### src/sv/lcw_pkg.sv
// ----------------------------------------------------------------------------
// lcw_pkg
// Shared types and constants of the six-channel load-cell weigher.
// ----------------------------------------------------------------------------
package lcw_pkg;

  localparam int CHANNELS     = 6;
  localparam int SAMPLE_W     = 12;
  localparam int WEIGHT_W     = 20;
  localparam int TOTAL_W      = 22;
  localparam int ALPHA_W      = 9;
  localparam int GAIN_W       = 24;
  localparam int IN_DATA_W    = 72;
  localparam int OUT_DATA_W   = 168;
  localparam int OUT_PAD_W    = OUT_DATA_W - CHANNELS * WEIGHT_W - 2 * TOTAL_W;
  localparam int CFG_IDX_W    = 2;
  localparam int CFG_DATA_W   = 24;
  localparam int ROUND_SHIFT  = 24;
  localparam int GROUP_SIZE   = CHANNELS / 2;

  localparam logic [ALPHA_W-1:0] ALPHA_ONE   = 9'd256;
  localparam logic [ALPHA_W-1:0] ALPHA_RESET = 9'd128;
  localparam logic [GAIN_W-1:0]  GAIN_RESET  = 24'd1197803;

  localparam logic [CFG_IDX_W-1:0] REG_ALPHA = 2'd0;
  localparam logic [CFG_IDX_W-1:0] REG_GAIN  = 2'd1;

  typedef logic [SAMPLE_W-1:0] sample_t;
  typedef logic [WEIGHT_W-1:0] weight_t;
  typedef logic [TOTAL_W-1:0]  total_t;

  localparam weight_t WEIGHT_MAX = '1;

  typedef struct packed {
    logic tare_add;
    logic div_load;
    logic ema_mul;
    logic ema_upd;
    logic weigh_diff;
    logic weigh_mul;
    logic weigh_sat;
  } lane_ctrl_t;

endpackage

### src/sv/lcw_lane.sv
// ----------------------------------------------------------------------------
// lcw_lane
// One channel: tare accumulation, tare average by reciprocal multiplication,
// moving average and scaling to grams with clamp and saturation.
// ----------------------------------------------------------------------------
module lcw_lane #(
  parameter int TARE_FRAMES = 10,
  parameter int ADC_BITS    = 12
) (
  input  logic                           clk,
  input  logic                           rst,
  input  lcw_pkg::lane_ctrl_t            ctrl,
  input  lcw_pkg::sample_t               sample,
  input  logic [lcw_pkg::ALPHA_W-1:0]    alpha,
  input  logic [lcw_pkg::GAIN_W-1:0]     gain,
  output lcw_pkg::weight_t               weight
);
  import lcw_pkg::*;

  localparam int SW     = (ADC_BITS < SAMPLE_W) ? ADC_BITS : SAMPLE_W;
  localparam int LVL_W  = ADC_BITS + 8;
  localparam int RW     = $clog2(TARE_FRAMES + 1);
  localparam int SUM_W  = ADC_BITS + RW;
  localparam int NW     = SUM_W + 8;
  localparam int RSH    = NW + $clog2(TARE_FRAMES);
  localparam int MW     = NW + 2;
  localparam int QW     = NW + MW;
  localparam int PW     = LVL_W + ALPHA_W;
  localparam int GW     = LVL_W + GAIN_W;
  localparam int GMW    = GW + 1 - ROUND_SHIFT;
  localparam int EXT_W  = (GMW > WEIGHT_W) ? GMW : WEIGHT_W + 1;
  localparam logic [7:0]    HALF       = 8'(TARE_FRAMES / 2);
  localparam logic [63:0]   RECIP_FULL = ((64'd1 << RSH) / 64'(TARE_FRAMES)) + 64'd1;
  localparam logic [MW-1:0] RECIP      = MW'(RECIP_FULL);
  localparam logic [PW:0]  EMA_ROUND  = (PW + 1)'(128);
  localparam logic [GW:0]  GRAM_ROUND = (GW + 1)'(1) << (ROUND_SHIFT - 1);

  logic [SUM_W-1:0]   tare_sum;
  logic [LVL_W-1:0]   tare_q8;
  logic [LVL_W-1:0]   level;
  logic [PW-1:0]      p_new;
  logic [PW-1:0]      p_old;
  logic [LVL_W-1:0]   diff;
  logic               pos;
  logic [GW-1:0]      prod;

  logic [LVL_W-1:0]   x_q8;
  logic [ALPHA_W-1:0] keep;
  logic [NW-1:0]      dividend;
  logic [QW-1:0]      tare_prod;
  logic [PW:0]        ema_sum;
  logic [LVL_W-1:0]   level_next;
  logic [GW:0]        rounded;
  logic [EXT_W-1:0]   grams;
  weight_t            weight_next;

  always_comb begin
    x_q8       = LVL_W'({sample[SW-1:0], 8'b0});
    keep       = ALPHA_ONE - alpha;
    dividend   = {tare_sum, HALF};
    tare_prod  = QW'(dividend) * QW'(RECIP);
    ema_sum    = {1'b0, p_new} + {1'b0, p_old} + EMA_ROUND;
    level_next = ema_sum[LVL_W+7:8];
    rounded    = {1'b0, prod} + GRAM_ROUND;
    grams      = EXT_W'(rounded[GW:ROUND_SHIFT]);
    if (!pos) begin
      weight_next = '0;
    end else if (grams > EXT_W'(WEIGHT_MAX)) begin
      weight_next = WEIGHT_MAX;
    end else begin
      weight_next = grams[WEIGHT_W-1:0];
    end
  end

  always_ff @(posedge clk) begin
    if (rst) begin
      tare_sum <= '0;
      level    <= '0;
    end else begin
      if (ctrl.tare_add) begin
        tare_sum <= tare_sum + SUM_W'(sample[SW-1:0]);
      end
      if (ctrl.ema_upd) begin
        level <= level_next;
      end
    end
  end

  always_ff @(posedge clk) begin
    if (ctrl.div_load) begin
      tare_q8 <= tare_prod[RSH +: LVL_W];
    end
    if (ctrl.ema_mul) begin
      p_new <= PW'(alpha) * PW'(x_q8);
      p_old <= PW'(keep) * PW'(level);
    end
    if (ctrl.weigh_diff) begin
      diff <= level - tare_q8;
      pos  <= (level > tare_q8);
    end
    if (ctrl.weigh_mul) begin
      prod <= GW'(diff) * GW'(gain);
    end
    if (ctrl.weigh_sat) begin
      weight <= weight_next;
    end
  end

endmodule

### config.mk
export PLATFORM = sky130hd
export DESIGN_NAME = lcw_lane
export DESIGN_NICKNAME = d
export VERILOG_FILES = /design/src/sv/lcw_pkg.sv /design/src/sv/lcw_lane.sv
export SDC_FILE = /design/constraint.sdc
export NUM_CORES = 2
export LEC_CHECK = 0
export BUFFER_PORTS_ARGS = -buffer_cell sky130_fd_sc_hd__buf_4
export CAP_MARGIN = 5
export CORE_ASPECT_RATIO = 2
export CORE_UTILIZATION = 50
export DETAILED_ROUTE_END_ITERATION = 6
export GPL_TIMING_DRIVEN = 1
export PLACE_DENSITY = 0.68
export SLEW_MARGIN = 20
export SYNTH_ARGS = -nofsm -noshare
export SYNTH_HDL_FRONTEND = slang
export SYNTH_SLANG_ARGS = --single-unit
### constraint.sdc
create_clock -name clk -period 6.75 [get_ports clk]
set_clock_uncertainty 0.15 [all_clocks]
set_input_delay 0.675 -clock clk [delete_from_list [all_inputs] [get_ports clk]]
set_output_delay 0.675 -clock clk [all_outputs]
set_load 0.005 [all_outputs]
==> metrics.yaml <==
detailed_routing:
  num_vias: 28600
  drtPass1Iterations: 7
  wl_per_cell_um: 19.6
  drc: 0
  wl_mm: 104
  ant_nets: 0
  drtIter0Drc: 1059
  avgViaCountPerCell: 5.39
timing:
  finalCritPeriodShare_pct: 106
  slew_viol_final: 0
  slew_headroom_pct: 29.2
  finalHoldViolations: 0
  worst_slack_ps: -409
  hold_ws_ps: 405
  fmax_mhz: 140
  min_period_ps: 7160
  rsz0062_at_grt: "true"
  tightest_slew_ps: 1060
  finalSetupViolCount: 19
clock_network:
  clkSinkCount: 159
  clock_path_buffers: 2
  cts_tree: "built"
  cts_buffers: 17
  clk_pin_slew_worst_paths_ps: 70
  clk_latency_ps: 490
  root_buffer: "clkbuf_16"
  htree_levels: 4
  hold_buffers: 0
global_routing:
  grt_pass1_wl_mm: 165
  antenna_found_initial: 5
  grt_start_max_net_pins: 44
  track_usage_pct: 28.0
  grt_overflow: 0
  grt_pass1_vias: 32000
logic_synthesis:
  synth_xor_area_share_pct: 3.27
  synth-seq-cells: 159
  syn_avg_cell_area_um2: 9.46
  synth-compound-area-share_pct: 5.85
  synth_area_leaders: "fa_1, ha_1, edfxtp_1"
  yosysTopAreaCell: "fa_1"
  synth_cell_types: 78
  synth-simple-area-share_pct: 14.4
  synth_fa_ha_area_share_pct: 54.1
  muxShareOfSynthArea_pct: 0.574
  synth_cells: 4077
  synth_area_um2: 38600
  yosys_warnings: 0
  ys.flop_type: "edfxtp_1"
  synth_top_family_by_area: "adder cells"
  synth_edf_count: 123
  synth_fp_nets: 5357
  synth_top_area_share_pct: 38.3
  async_flop_share_pct: 0
  ys_seq_area_share_pct: 11.4
worst_setup_path:
  max_stage_delay_ps: 550
  cp_top_family: "adder cells"
  crit_fanout: 15
  crit_top_cell: "fa_1"
  cp_data_arrival_time_ps: 7230
  cp-end-kind: "flip-flop"
  crit_slowest_cell: "fa_1"
  criticalPathCategory: "flip-flop to flip-flop"
  critPathBufInv: 9
  cp-start-kind: "flip-flop"
  required_ps: 6820
floorplanning:
  die_y_um: 395
  die_w_um: 198
  start_util_pct: 50.6
  dieArea_um2: 78400
  io_pins: 74
  core_um2: 76200
  fp-row-count: 143
finish:
  final_nets: 5562
  drive_gt1_share_pct: 10.7
  syn_to_final_growth_pct: 11.0
placed_design:
  gp_congestion: 0.966
  portBuffers: 73
  place_hpwl_mm: 89.6
min_path:
  worstHoldPathType: "primary input to flip-flop"
status:
  status: "finished with violations"
  violations: "negative setup slack"
job:
  drv_cap: 0
[layer usage]
| layer | vias up | global-route usage, % | part of all wire (%) |
|---|---|---|---|
| met4 | 10 | 24.1 | 9.7 |
| li1 | 12900 | - | - |
| met5 | - | 0 | 0.069 |
| met2 | 798 | 53.5 | 56 |
| met3 | 438 | 3.79 | 3.9 |
| met1 | 14400 | 25.1 | 31 |
[timing repair]
item | CTS | global route
setup endpoints to repair | 21 | 29
resized for setup | 22 | 42
pin swaps | 15 | 19
buffers inserted | 12 | 12
[cells in the mapped netlist, types with 3 or more instances]
cell,n
and3_1,17
nor2b_1,24
xnor2_1,98
or2_2,4
xor2_1,46
and4_1,7
a311oi_1,5
or3_1,8
a41oi_1,6
o41ai_1,3
nand2b_1,15
nand4_1,18
nand2_1,480
clkbuf_1,143
ha_1,487
and2_1,360
a21boi_0,8
o311ai_0,3
o31a_1,3
a211oi_1,22
buf_1,13
a21o_1,50
o22ai_1,3
a31o_2,3
nor4_1,7
dfxtp_1,36
mux2i_1,21
a211o_1,4
edfxtp_1,123
or4_1,3
nor3_1,33
inv_1,907
nand3_1,37
a21oi_1,98
fa_1,739
o21ai_1,3
o21bai_1,7
a31oi_1,11
o21a_1,15
o21ai_0,53
nor2_1,103
[layout make-up]
class	instances	area, µm²
multi-input cells	2852	30400
inverters	909	3410
well taps	1015	1270
diodes	1	2.50
flip-flops and latches	159	4420
clock inverters	15	166
clock buffers	17	425
repair buffers	343	2720
fillers	6857	33400
[cells by family (layout without fill, tap and decap cells)]
group,Yosys count,after routing
DFF,159,159
and+or+nand+nor,1125,1125
buffers and inverters,1066,1284
other,0,1
xor gates and xnor gates,144,144
muxes,22,22
AOI/OAI and AO/OA,335,335
adders and majority gates,1226,1226
[sequential cells by signal (all words and copies together), names as in the netlist]
signal,count
diff,20
level,20
p_new,20
p_old,21
pos,1
prod,21
tare_q8,20
tare_sum,16
weight,20
[cell usage in the layout (no fill, tap or decap), types with 7 or more instances in the layout]
cell / count
nand4_1: 18
nor4_1: 7
nor3_1: 33
a21boi_0: 7
and3_1: 17
o21ai_0: 48
nand3_1: 37
or3_1: 7
ha_1: 485
fa_1: 728
a21oi_2: 7
o21a_1: 15
buf_6: 10
a211oi_1: 20
mux2i_1: 21
buf_12: 8
dfxtp_1: 35
edfxtp_1: 123
fa_2: 11
inv_1: 902
a21o_1: 50
xor2_1: 45
and2_1: 348
nor2_1: 99
and4_1: 7
nand2b_1: 15
a21oi_1: 92
nor2b_1: 23
xnor2_1: 98
buf_4: 324
and2_4: 12
nand2_1: 478
a31oi_1: 11
clkbuf_16: 17
[path summary, 6_finish.rpt]
path | startpoint | end | slack [ps] | depth (start not counted)
worst min register to register | tare_sum[10] | tare_sum[10] | 430 | 2
worst max-delay path | diff[8] | prod[32] | -410 | 26
worst min-delay path | ctrl[6] | tare_sum[1] | 400 | 2
worst max register to register | diff[8] | prod[32] | -410 | 26
[through the flow]
step,setup TNS (ps),cells,util [%],setup slack (ps),area [µm²]
floorplan,-444,4077,-,-90.6,38700
global placement,-13330,5256,54.9,-897,41800
detailed placement,-14110,5256,54.9,-935,41800
CTS,-5640,5300,55.9,-417,42600
global route,-10000,5310,56.2,-642,42800
finish,-5700,5311,56.2,-409,42800
Power is left out: the tool's default activity adds up to more than one toggle a clock period on the data nets, which glitch-free logic cannot reach.
