$ cat src/sv/lcw_pkg.sv
// ----------------------------------------------------------------------------
// lcw_pkg
// Shared types and constants of the six-channel load-cell weigher.
// ----------------------------------------------------------------------------
package lcw_pkg;

  localparam int CHANNELS     = 6;
  localparam int SAMPLE_W     = 12;
  localparam int WEIGHT_W     = 20;
  localparam int TOTAL_W      = 22;
  localparam int ALPHA_W      = 9;
  localparam int GAIN_W       = 24;
  localparam int IN_DATA_W    = 72;
  localparam int OUT_DATA_W   = 168;
  localparam int OUT_PAD_W    = OUT_DATA_W - CHANNELS * WEIGHT_W - 2 * TOTAL_W;
  localparam int CFG_IDX_W    = 2;
  localparam int CFG_DATA_W   = 24;
  localparam int ROUND_SHIFT  = 24;
  localparam int GROUP_SIZE   = CHANNELS / 2;

  localparam logic [ALPHA_W-1:0] ALPHA_ONE   = 9'd256;
  localparam logic [ALPHA_W-1:0] ALPHA_RESET = 9'd128;
  localparam logic [GAIN_W-1:0]  GAIN_RESET  = 24'd1197803;

  localparam logic [CFG_IDX_W-1:0] REG_ALPHA = 2'd0;
  localparam logic [CFG_IDX_W-1:0] REG_GAIN  = 2'd1;

  typedef logic [SAMPLE_W-1:0] sample_t;
  typedef logic [WEIGHT_W-1:0] weight_t;
  typedef logic [TOTAL_W-1:0]  total_t;

  localparam weight_t WEIGHT_MAX = '1;

  typedef struct packed {
    logic tare_add;
    logic div_load;
    logic ema_mul;
    logic ema_upd;
    logic weigh_diff;
    logic weigh_mul;
    logic weigh_sat;
  } lane_ctrl_t;

endpackage

$ cat src/sv/lcw_merge.sv
// ----------------------------------------------------------------------------
// lcw_merge
// Group totals and the output register of the result stream.
// ----------------------------------------------------------------------------
module lcw_merge (
  input  logic                                  clk,
  input  logic                                  rst,
  input  logic                                  load,
  input  lcw_pkg::weight_t [lcw_pkg::CHANNELS-1:0] weights,
  input  logic                                  m_tready,
  output logic                                  m_tvalid,
  output logic [lcw_pkg::OUT_DATA_W-1:0]        m_tdata
);
  import lcw_pkg::*;

  total_t total_a;
  total_t total_b;

  always_comb begin
    total_a = '0;
    total_b = '0;
    for (int i = 0; i < GROUP_SIZE; i++) begin
      total_a = total_a + TOTAL_W'(weights[i]);
      total_b = total_b + TOTAL_W'(weights[GROUP_SIZE + i]);
    end
  end

  always_ff @(posedge clk) begin
    if (rst) begin
      m_tvalid <= 1'b0;
    end else if (load) begin
      m_tvalid <= 1'b1;
    end else if (m_tready) begin
      m_tvalid <= 1'b0;
    end
  end

  always_ff @(posedge clk) begin
    if (load) begin
      m_tdata <= {{OUT_PAD_W{1'b0}}, total_b, total_a, weights};
    end
  end

endmodule

$ cat config.mk
export PLATFORM = sky130hd
export DESIGN_NAME = lcw_merge
export DESIGN_NICKNAME = d
export VERILOG_FILES = /design/src/sv/lcw_pkg.sv /design/src/sv/lcw_merge.sv
export SDC_FILE = /design/constraint.sdc
export NUM_CORES = 1
export LEC_CHECK = 0
export BUFFER_PORTS_ARGS = -buffer_cell sky130_fd_sc_hd__buf_2
export CAP_MARGIN = 20
export CORE_ASPECT_RATIO = 1.4
export CORE_MARGIN = 1
export CORE_UTILIZATION = 40
export CTS_CLUSTER_DIAMETER = 40
export DETAILED_ROUTE_END_ITERATION = 16
export HOLD_SLACK_MARGIN = 0.03
export PLACE_DENSITY = 0.67
export REMOVE_ABC_BUFFERS = 1
export SLEW_MARGIN = 20
export SYNTH_ARGS = -nofsm -noshare
export SYNTH_HDL_FRONTEND = slang
export SYNTH_SLANG_ARGS = --single-unit
$ cat constraint.sdc
create_clock -name clk -period 4.09 [get_ports clk]
set_clock_uncertainty 0.15 [all_clocks]
set_input_delay 0.2045 -clock clk [delete_from_list [all_inputs] [get_ports clk]]
set_output_delay 0.2045 -clock clk [all_outputs]
set_load 0.01 [all_outputs]
==> results by group, run 1 <==
Synth
  – #FFs+latches synth: 165
  – Synth area leaders: edfxtp_1 (64%), fa_1 (11%), ha_1 (6.2%), xnor2_1 (2.3%), a21oi_1 (1.7%)
  – Area share of the largest cell type after synthesis: 0.638
  – Synth Area per Inst: 16.5 um^2
  – Synth area leader: edfxtp_1
  – YS warnings: 0
  – Post-synth EDFFs: 164
  – Sequential fraction of the synthesis area: 0.641
  – Top_reg_cell synth: edfxtp_1
  – Mapped Cells: 467
  – Cell variety after synth: 54
  – FFs w/ async S/R, synth: 0
  – Synthesized area: 0.00771 mm^2

Hold path
  – Hold Path Origin: weights[20]
  – Hold path endpoint: m_tdata[20]
  – Hold Crit Depth: 2
  – HP Class: in2reg

STA
  – Fmax: 0.312 GHz
  – Setup WS post-layout: 880 ps
  – Final Hold Fails: 0
  – Post-route minimum period: 3210 ps
  – Slew Limit Fails: 0
  – Slew @ Worst Pin: 1010 ps
  – Setup_tns: 0 ps
  – Endpoints failing setup: 0
  – Slew Limit Headroom: 0.324
  – Setup repair after global routing missed its margin: no
  – Period utilisation layout: 0.785

Critical path
  – Worst-case reg-to-reg path depth: 3
  – CP endpoint kind: register
  – Data arrival time of the worst path: 3350 ps
  – CP max FO: 3
  – Worst R2R End: m_tvalid
  – WS Path Type: in2reg
  – Reg2reg start: m_tvalid
  – Startpoint Class: input pin
  – CP required: 4230 ps
  – R2R Setup Slk: 2780 ps

Power and ir drop
  – Clock network power share: 0.301
  – Net Sw Frac: 0.287
  – Leakage: 4.76 nW
  – Total Power: 5.13 mW
  – Combinational Power Share: 0.269
  – Internal power: 3.66 mW
  – Seq pwr share: 0.430
  – Maximum VDD drop: 0.279 mV
  – Net switching power: 1.47 mW
  – Power density cells: 456 mW/mm^2

Floorplan
  – Die height: 166 um
  – Total die area: 0.0199 mm^2
  – Die W: 119 um
  – Initial Util: 0.411
  – I/O pin count: 293
  – Core area: 0.0188 mm^2
  – Row count: 59

Clock tree
  – H-tree Lvls: 4
  – CTS max path bufs: 2
  – CTS Buf Count: 17
  – Setup bufs post-CTS: 0
  – CTS Sinks: 165
  – Worst skew pair latency: 420 ps
  – TritonCTS clock tree: built
  – CTS Root Cell: clkbuf_16
  – Reg clk slew, reported paths: 70 ps
  – CTS Hold Buffers Added: 122
  – Number of gates resized after CTS: 0

GRT
  – Gr usage total: 0.198
  – Initial antenna violation count: 0
  – Total gr overflow: 0
  – Largest net degree at the start of global routing: 121
  – First-pass GRT wire length: 30200 um
  – Vias in the first global route: 6021

Final layout
  – Diodes inserted: 0
  – Layout cells sized above 1: 0.378
  – Final Util: 0.599
  – Area Overhead vs Synth: 45.7%
  – Commonest non-fill, non-tap cell in the layout: buf_2
  – Most frequent cells in the layout: buf_2 (287), edfxtp_1 (164), dlygate4sd3_1 (122)
  – Nets@finish: 1097

Place
  – Pre-CTS WS: 1030 ps
  – Buffers on Ports: 288
  – RD Place Congestion: 0.784
  – DP HPWL: 13200 um

Routing
  – DRC: 0
  – Vias: 5586
  – Initial DRC Count: 251
  – Routed len/inst: 16.8 um
  – Drt total wl: 19300 um
  – Antenna viol nets, final: 0
  – Post-DR vias/cell: 4.86
  – Drt first pass iters: 4

Outcome
  – Status: finished clean

Run
  – Max-cap violations: 0
routing by layer:
| layer | track usage | part of all wire | up-vias |
|---|---|---|---|
| met2 | 0.353 | 0.53 | 232 |
| met5 | 0 | 0 | - |
| li1 | - | - | 2618 |
| met4 | 0.0696 | 0.019 | 0 |
| met3 | 0.0560 | 0.069 | 32 |
| met1 | 0.224 | 0.39 | 2704 |
cell usage after synthesis (all sizes together) (2+ instances only):
cell type	instances
nand4	5
o21ai	25
ha	38
o21a	6
edfxtp	164
nand2	21
fa	42
a31o	2
a21o	14
xor2	9
xnor2	20
inv	15
o211ai	3
a41oi	2
nor2	20
a31oi	2
a21boi	2
nand3	2
nor3	4
a211oi	8
a21oi	29
nor2b	4
buf	7
o21bai	3
area by class of cell:
class / count / area (um^2)
clock buffer: 17 / 425
clock inverter: 14 / 135
sequential: 165 / 4940
multi-input combinational: 283 / 2680
inverter: 15 / 56.3
timing repair buffer: 411 / 2690
tap: 244 / 305
fill: 1500 / 7510
state kept, by name, summed over array words and instances, names as in the netlist:
name and flops:
m_tdata 164, m_tvalid 1
kinds of logic after synthesis:
logic type,count (synthesis),synth area share
flip-flops,165,0.641
AO/OA/AOI/OAI,104,0.0991
adder cells (fa/ha/maj),80,0.171
AND/OR/NAND/NOR,65,0.0415
XOR/XNOR,29,0.0329
buffers and inverters,22,0.0131
other,1,0.000486
multiplexers,1,0.00130
metrics by stage:
step,std cells,area [um^2],hold WS [ps]
floorplan,463,7680,127
global placement,996,9450,213
detailed placement,996,9450,212
CTS,1149,11200,332
global route,1149,11200,351
finish,1149,11200,361
power by group through the flow:
stage	logic, mW	registers, mW	clock network [mW]
after floorplan	0.644	2.36	0
after global placement	1.25	2.23	0
after detailed placement	1.28	2.24	0
after CTS	1.38	2.21	1.58
after global routing	1.51	2.23	1.64
final	1.38	2.20	1.54
critical path: stages:
cell and delay [ps]:
dlygate4sd3_1 540, buf_2 140, fa_1 480, ha_1 250, fa_1 440, a211oi_2 270
o21ai_2 130, o21ai_2 210, a21boi_2 100, or4b_1 480, nand3_1 100
how the worst max path moves through the flow:
stage,startpoint,end,cells past startpoint
finish,weights[1],m_tdata[135],11
global route,weights[1],m_tdata[135],11
CTS,weights[61],m_tdata[163],11
detailed placement,weights[61],m_tdata[163],10
global placement,weights[61],m_tdata[163],10
floorplan,weights[61],m_tdata[163],9
Note: power is estimated with default switching activity, not from simulation.
==> run 2, diff against run 1 <==
Clock period 4.09 ns to 3.4 ns, I/O delays scaled along.
==> results by group, run 2 (synthesized netlist as in run 1, its figures left out) <==
Critical path
  – CP required: 3430 ps
  – Startpoint Class: input pin
  – Buffers and inverters on the worst path: 2
  – CP max-delay cell: dlygate4sd3_1
  – Data arrival time of the worst path: 3200 ps
  – CP cell instances: dlygate4sd3_1 > buf_2 > fa_1 > ha_1 > fa_1 > a211oi_2 > o211ai_2 > nand4_2 > o311ai_4 > o311a_1 > o21a_1
  – CP endpoint kind: register
  – Delay of the slowest critical-path stage: 530 ps
  – WS Path Type: in2reg
  – CP max FO: 3
  – Crit path top cell by count: fa_1
  – CP top delay family: adder cells

Floorplan
  – Total die area: 0.0199 mm^2
  – Core area: 0.0188 mm^2
  – Initial Util: 0.411
  – Die height: 166 um
  – Die W: 119 um
  – Row count: 59
  – I/O pin count: 293

Power and ir drop
  – Maximum VDD drop: 0.316 mV
  – Power density cells: 539 mW/mm^2
  – Leakage: 4.74 nW

Clock tree
  – CTS Buf Count: 17
  – CTS Root Cell: clkbuf_16
  – CTS max path bufs: 2
  – Worst skew pair latency: 420 ps
  – TritonCTS clock tree: built
  – CTS Sinks: 165
  – Reg clk slew, reported paths: 60 ps
  – H-tree Lvls: 4
  – Setup bufs post-CTS: 0

STA
  – Setup WS post-layout: 227 ps
  – Period utilisation layout: 0.933
  – Slew Limit Headroom: 0.511
  – Final Hold Fails: 0
  – Slew Limit Fails: 0
  – Endpoints failing setup: 0
  – Slew @ Worst Pin: 733 ps
  – Post-route minimum period: 3170 ps
  – Setup_tns: 0 ps
  – Fmax: 0.315 GHz
  – Setup repair after global routing missed its margin: no

Outcome
  – Status: finished clean

Final layout
  – Diodes inserted: 0
  – Most frequent cells in the layout: buf_2 (287), edfxtp_1 (164), dlygate4sd3_1 (122)
  – Layout cells sized above 1: 0.380
  – Max reg flops: 164
  – Area of the multi-input gates: 0.00268 mm^2
  – Reg area: 0.00494 mm^2
  – Nets@finish: 1099
  – Area Overhead vs Synth: 45.4%
  – Reg with most FFs: m_tdata
  – Fillers: 1468
  – Commonest non-fill, non-tap cell in the layout: buf_2
  – Biggest regs: m_tdata x164, m_tvalid x1

GRT
  – Gr usage total: 0.197
  – Total gr overflow: 0
  – Vias in the first global route: 6158
  – First-pass GRT wire length: 30200 um
  – Largest net degree at the start of global routing: 78
  – Initial antenna violation count: 0

Run
  – Max-cap violations: 0

Routing
  – Vias: 5531
  – Routed len/inst: 16.4 um
  – Drt first pass iters: 4
  – Post-DR vias/cell: 4.80
  – Antenna viol nets, final: 0
  – Drt total wl: 18900 um
  – Initial DRC Count: 330
  – DRC: 0

Place
  – DP HPWL: 13400 um
  – Pre-CTS WS: 368 ps
  – Buffers on Ports: 288
  – RD Place Congestion: 0.786

Hold path
  – HP Class: in2reg
==> run 2: cell type report <==
cell class | instances | share of cell area
clock buffer | 18 | 0.0383
clock inverter | 14 | 0.00892
inverter | 15 | 0.00502
sequential | 165 | 0.441
multi-input combinational | 283 | 0.239
timing repair buffer | 413 | 0.241
tap | 244 | 0.0272
==> run 2: final timing paths <==
check | from | to | slack (ps) | cells after the start
worst max register to register | m_tvalid | m_tvalid | 2090 | 3
worst min-delay path | load | m_tdata[79] | 120 | 1
worst min register to register | m_tvalid | m_tvalid | 890 | 3
worst max-delay path | weights[61] | m_tdata[163] | 230 | 11
==> run 2: through the flow <==
step	hold WS, ps	util	area [um^2]	cells	power [mW]
floorplan	92.4	-	7680	463	3.62
global placement	179	0.505	9470	998	4.19
detailed placement	178	0.505	9470	998	4.22
CTS	122	0.598	11200	1152	6.10
global route	132	0.598	11200	1152	6.36
finish	122	0.598	11200	1152	6.05
==> run 2: layer usage <==
metal | share of wire | up-vias | track usage | wire (um)
li1 | - | 2633 | - | -
met1 | 0.38 | 2667 | 0.220 | 7270
met2 | 0.54 | 209 | 0.360 | 10200
met3 | 0.065 | 22 | 0.0549 | 1240
met4 | 0.015 | 0 | 0.0582 | 280
met5 | 0 | - | 0 | 0
==> run 2: timing repair <==
| item | 4_1_cts | 5_1_grt |
|---|---|---|
| hold buffers | 122 | 0 |
| gates resized for setup | 0 | 0 |
| endpoints found under the hold margin | 121 | 0 |
==> run 2: worst reg2reg max path: cells and delay by family, from the launching register on <==
family | cells | cell delay, ps
simple gates | 1 | 50
buf+inv | 1 | 550
compound gates | 1 | 140
flops | 1 | 310
==> run 2: power breakdown <==
part / switching (mW) / total (mW) / internal, mW
Sequential: 0.0664 / 2.65 / 2.58
Clock: 0.815 / 1.75 / 0.936
Combinational: 0.909 / 1.65 / 0.744
==> run 3, diff against run 2 <==
Settings changed: CORE_ASPECT_RATIO 1.4 to 1.75.
==> results by group, run 3 (synthesized netlist as in run 1, its figures left out) <==
STA
  – Setup_tns: 0 ps
  – Slew Limit Headroom: 0.641
  – Slew Limit Fails: 0
  – Post-route minimum period: 3210 ps
  – Slew @ Worst Pin: 538 ps
  – Final Hold Fails: 0
  – Setup repair after global routing missed its margin: no
  – Hold Slack: 335 ps
  – Endpoints failing setup: 0
  – Fmax: 0.312 GHz
  – Period utilisation layout: 0.943

Floorplan
  – Die W: 107 um
  – I/O pin count: 293
  – Row count: 66
  – Core area: 0.0187 mm^2
  – Initial Util: 0.412
  – Die height: 186 um
  – Total die area: 0.0199 mm^2

Final layout
  – Fin area: 0.0112 mm^2
  – Layout cells sized above 1: 0.381
  – Nets@finish: 1099
  – Max reg flops: 164
  – Most frequent cells in the layout: buf_2 (287), edfxtp_1 (164), dlygate4sd3_1 (123)
  – Area Overhead vs Synth: 45.7%
  – Reg with most FFs: m_tdata
  – Final Util: 0.600
  – Biggest regs: m_tdata x164, m_tvalid x1
  – Reg area: 0.00494 mm^2
  – Area of the multi-input gates: 0.00268 mm^2
  – Fillers: 1435
  – Commonest non-fill, non-tap cell in the layout: buf_2

Power and ir drop
  – Power density cells: 547 mW/mm^2
  – Leakage: 4.76 nW
  – Maximum VDD drop: 0.432 mV

Clock tree
  – Reg clk slew, reported paths: 70 ps
  – Worst skew pair latency: 420 ps
  – H-tree Lvls: 4
  – CTS max path bufs: 2
  – TritonCTS clock tree: built
  – Setup bufs post-CTS: 0
  – CTS Sinks: 165
  – CTS Root Cell: clkbuf_16
  – CTS Buf Count: 17

Routing
  – Drt total wl: 19400 um
  – Routed len/inst: 16.9 um
  – Vias: 5587
  – Drt first pass iters: 4
  – DRC: 0
  – Initial DRC Count: 153
  – Post-DR vias/cell: 4.87
  – Antenna viol nets, final: 0

Critical path
  – CP required: 3430 ps
  – Delay of the slowest critical-path stage: 540 ps
  – CP top delay family: adder cells
  – Data arrival time of the worst path: 3240 ps
  – WS Path Type: in2reg
  – Startpoint Class: input pin
  – Buffers and inverters on the worst path: 2
  – Crit path top cell by count: fa_1
  – CP endpoint kind: register
  – CP max-delay cell: dlygate4sd3_1
  – CP cell instances: dlygate4sd3_1 > buf_2 > fa_1 > ha_1 > fa_1 > a211oi_2 > o211ai_2 > nand4_2 > o311ai_4 > o311a_1 > o21a_1
  – CP max FO: 3

GRT
  – Gr usage total: 0.201
  – Total gr overflow: 0
  – Initial antenna violation count: 3
  – Vias in the first global route: 6071
  – First-pass GRT wire length: 29900 um
  – Largest net degree at the start of global routing: 91

Outcome
  – Status: finished clean

Place
  – Buffers on Ports: 288
  – RD Place Congestion: 0.781
  – Area after DPL: 0.00945 mm^2
  – DP HPWL: 13600 um

Hold path
  – HP Class: in2reg

Run
  – Max-cap violations: 0
-- run 3: layout make-up --
cell class / instances / share of cell area
antenna: 2 / 0.000445
tap: 238 / 0.0265
inverter: 15 / 0.00501
timing repair buffer: 413 / 0.241
clock buffer: 17 / 0.0378
clock inverter: 15 / 0.0114
multi-input combinational: 283 / 0.238
sequential: 165 / 0.440
-- run 3: timing repair --
| item | 4_1_cts | 5_1_grt |
|---|---|---|
| hold endpoints to repair | 158 | 0 |
| hold buffers | 123 | 0 |
| resized for setup | 0 | 0 |
-- run 3: stage by stage --
stage                     power (mW)  instances  setup WS (ps)
final                           6.15       1148            192
after global routing            6.45       1148           92.1
after CTS                       6.19       1146            204
after detailed placement        4.24        991            308
after global placement          4.19        991            405
after floorplan                 3.62        463            644
-- run 3: final timing paths --
| check | from | slack (ps) | end | depth (start not counted) |
|---|---|---|---|---|
| max | weights[61] | 190 | m_tdata[163] | 11 |
| min | weights[40] | 340 | m_tdata[40] | 2 |
| max reg2reg | m_tvalid | 2090 | m_tvalid | 3 |
| min reg2reg | m_tvalid | 920 | m_tvalid | 3 |
-- run 3: power breakdown --
part           leakage (nW)  switching, mW  internal, mW
Sequential             1.61         0.0664          2.58
Combinational          2.88          0.916         0.747
Clock                 0.265          0.831          1.01
-- run 3: per-layer routing --
layer,GRT usage,share of wire
met1,0.210,0.36
met2,0.375,0.56
met3,0.0466,0.051
met4,0.0899,0.028
met5,0,0.00088
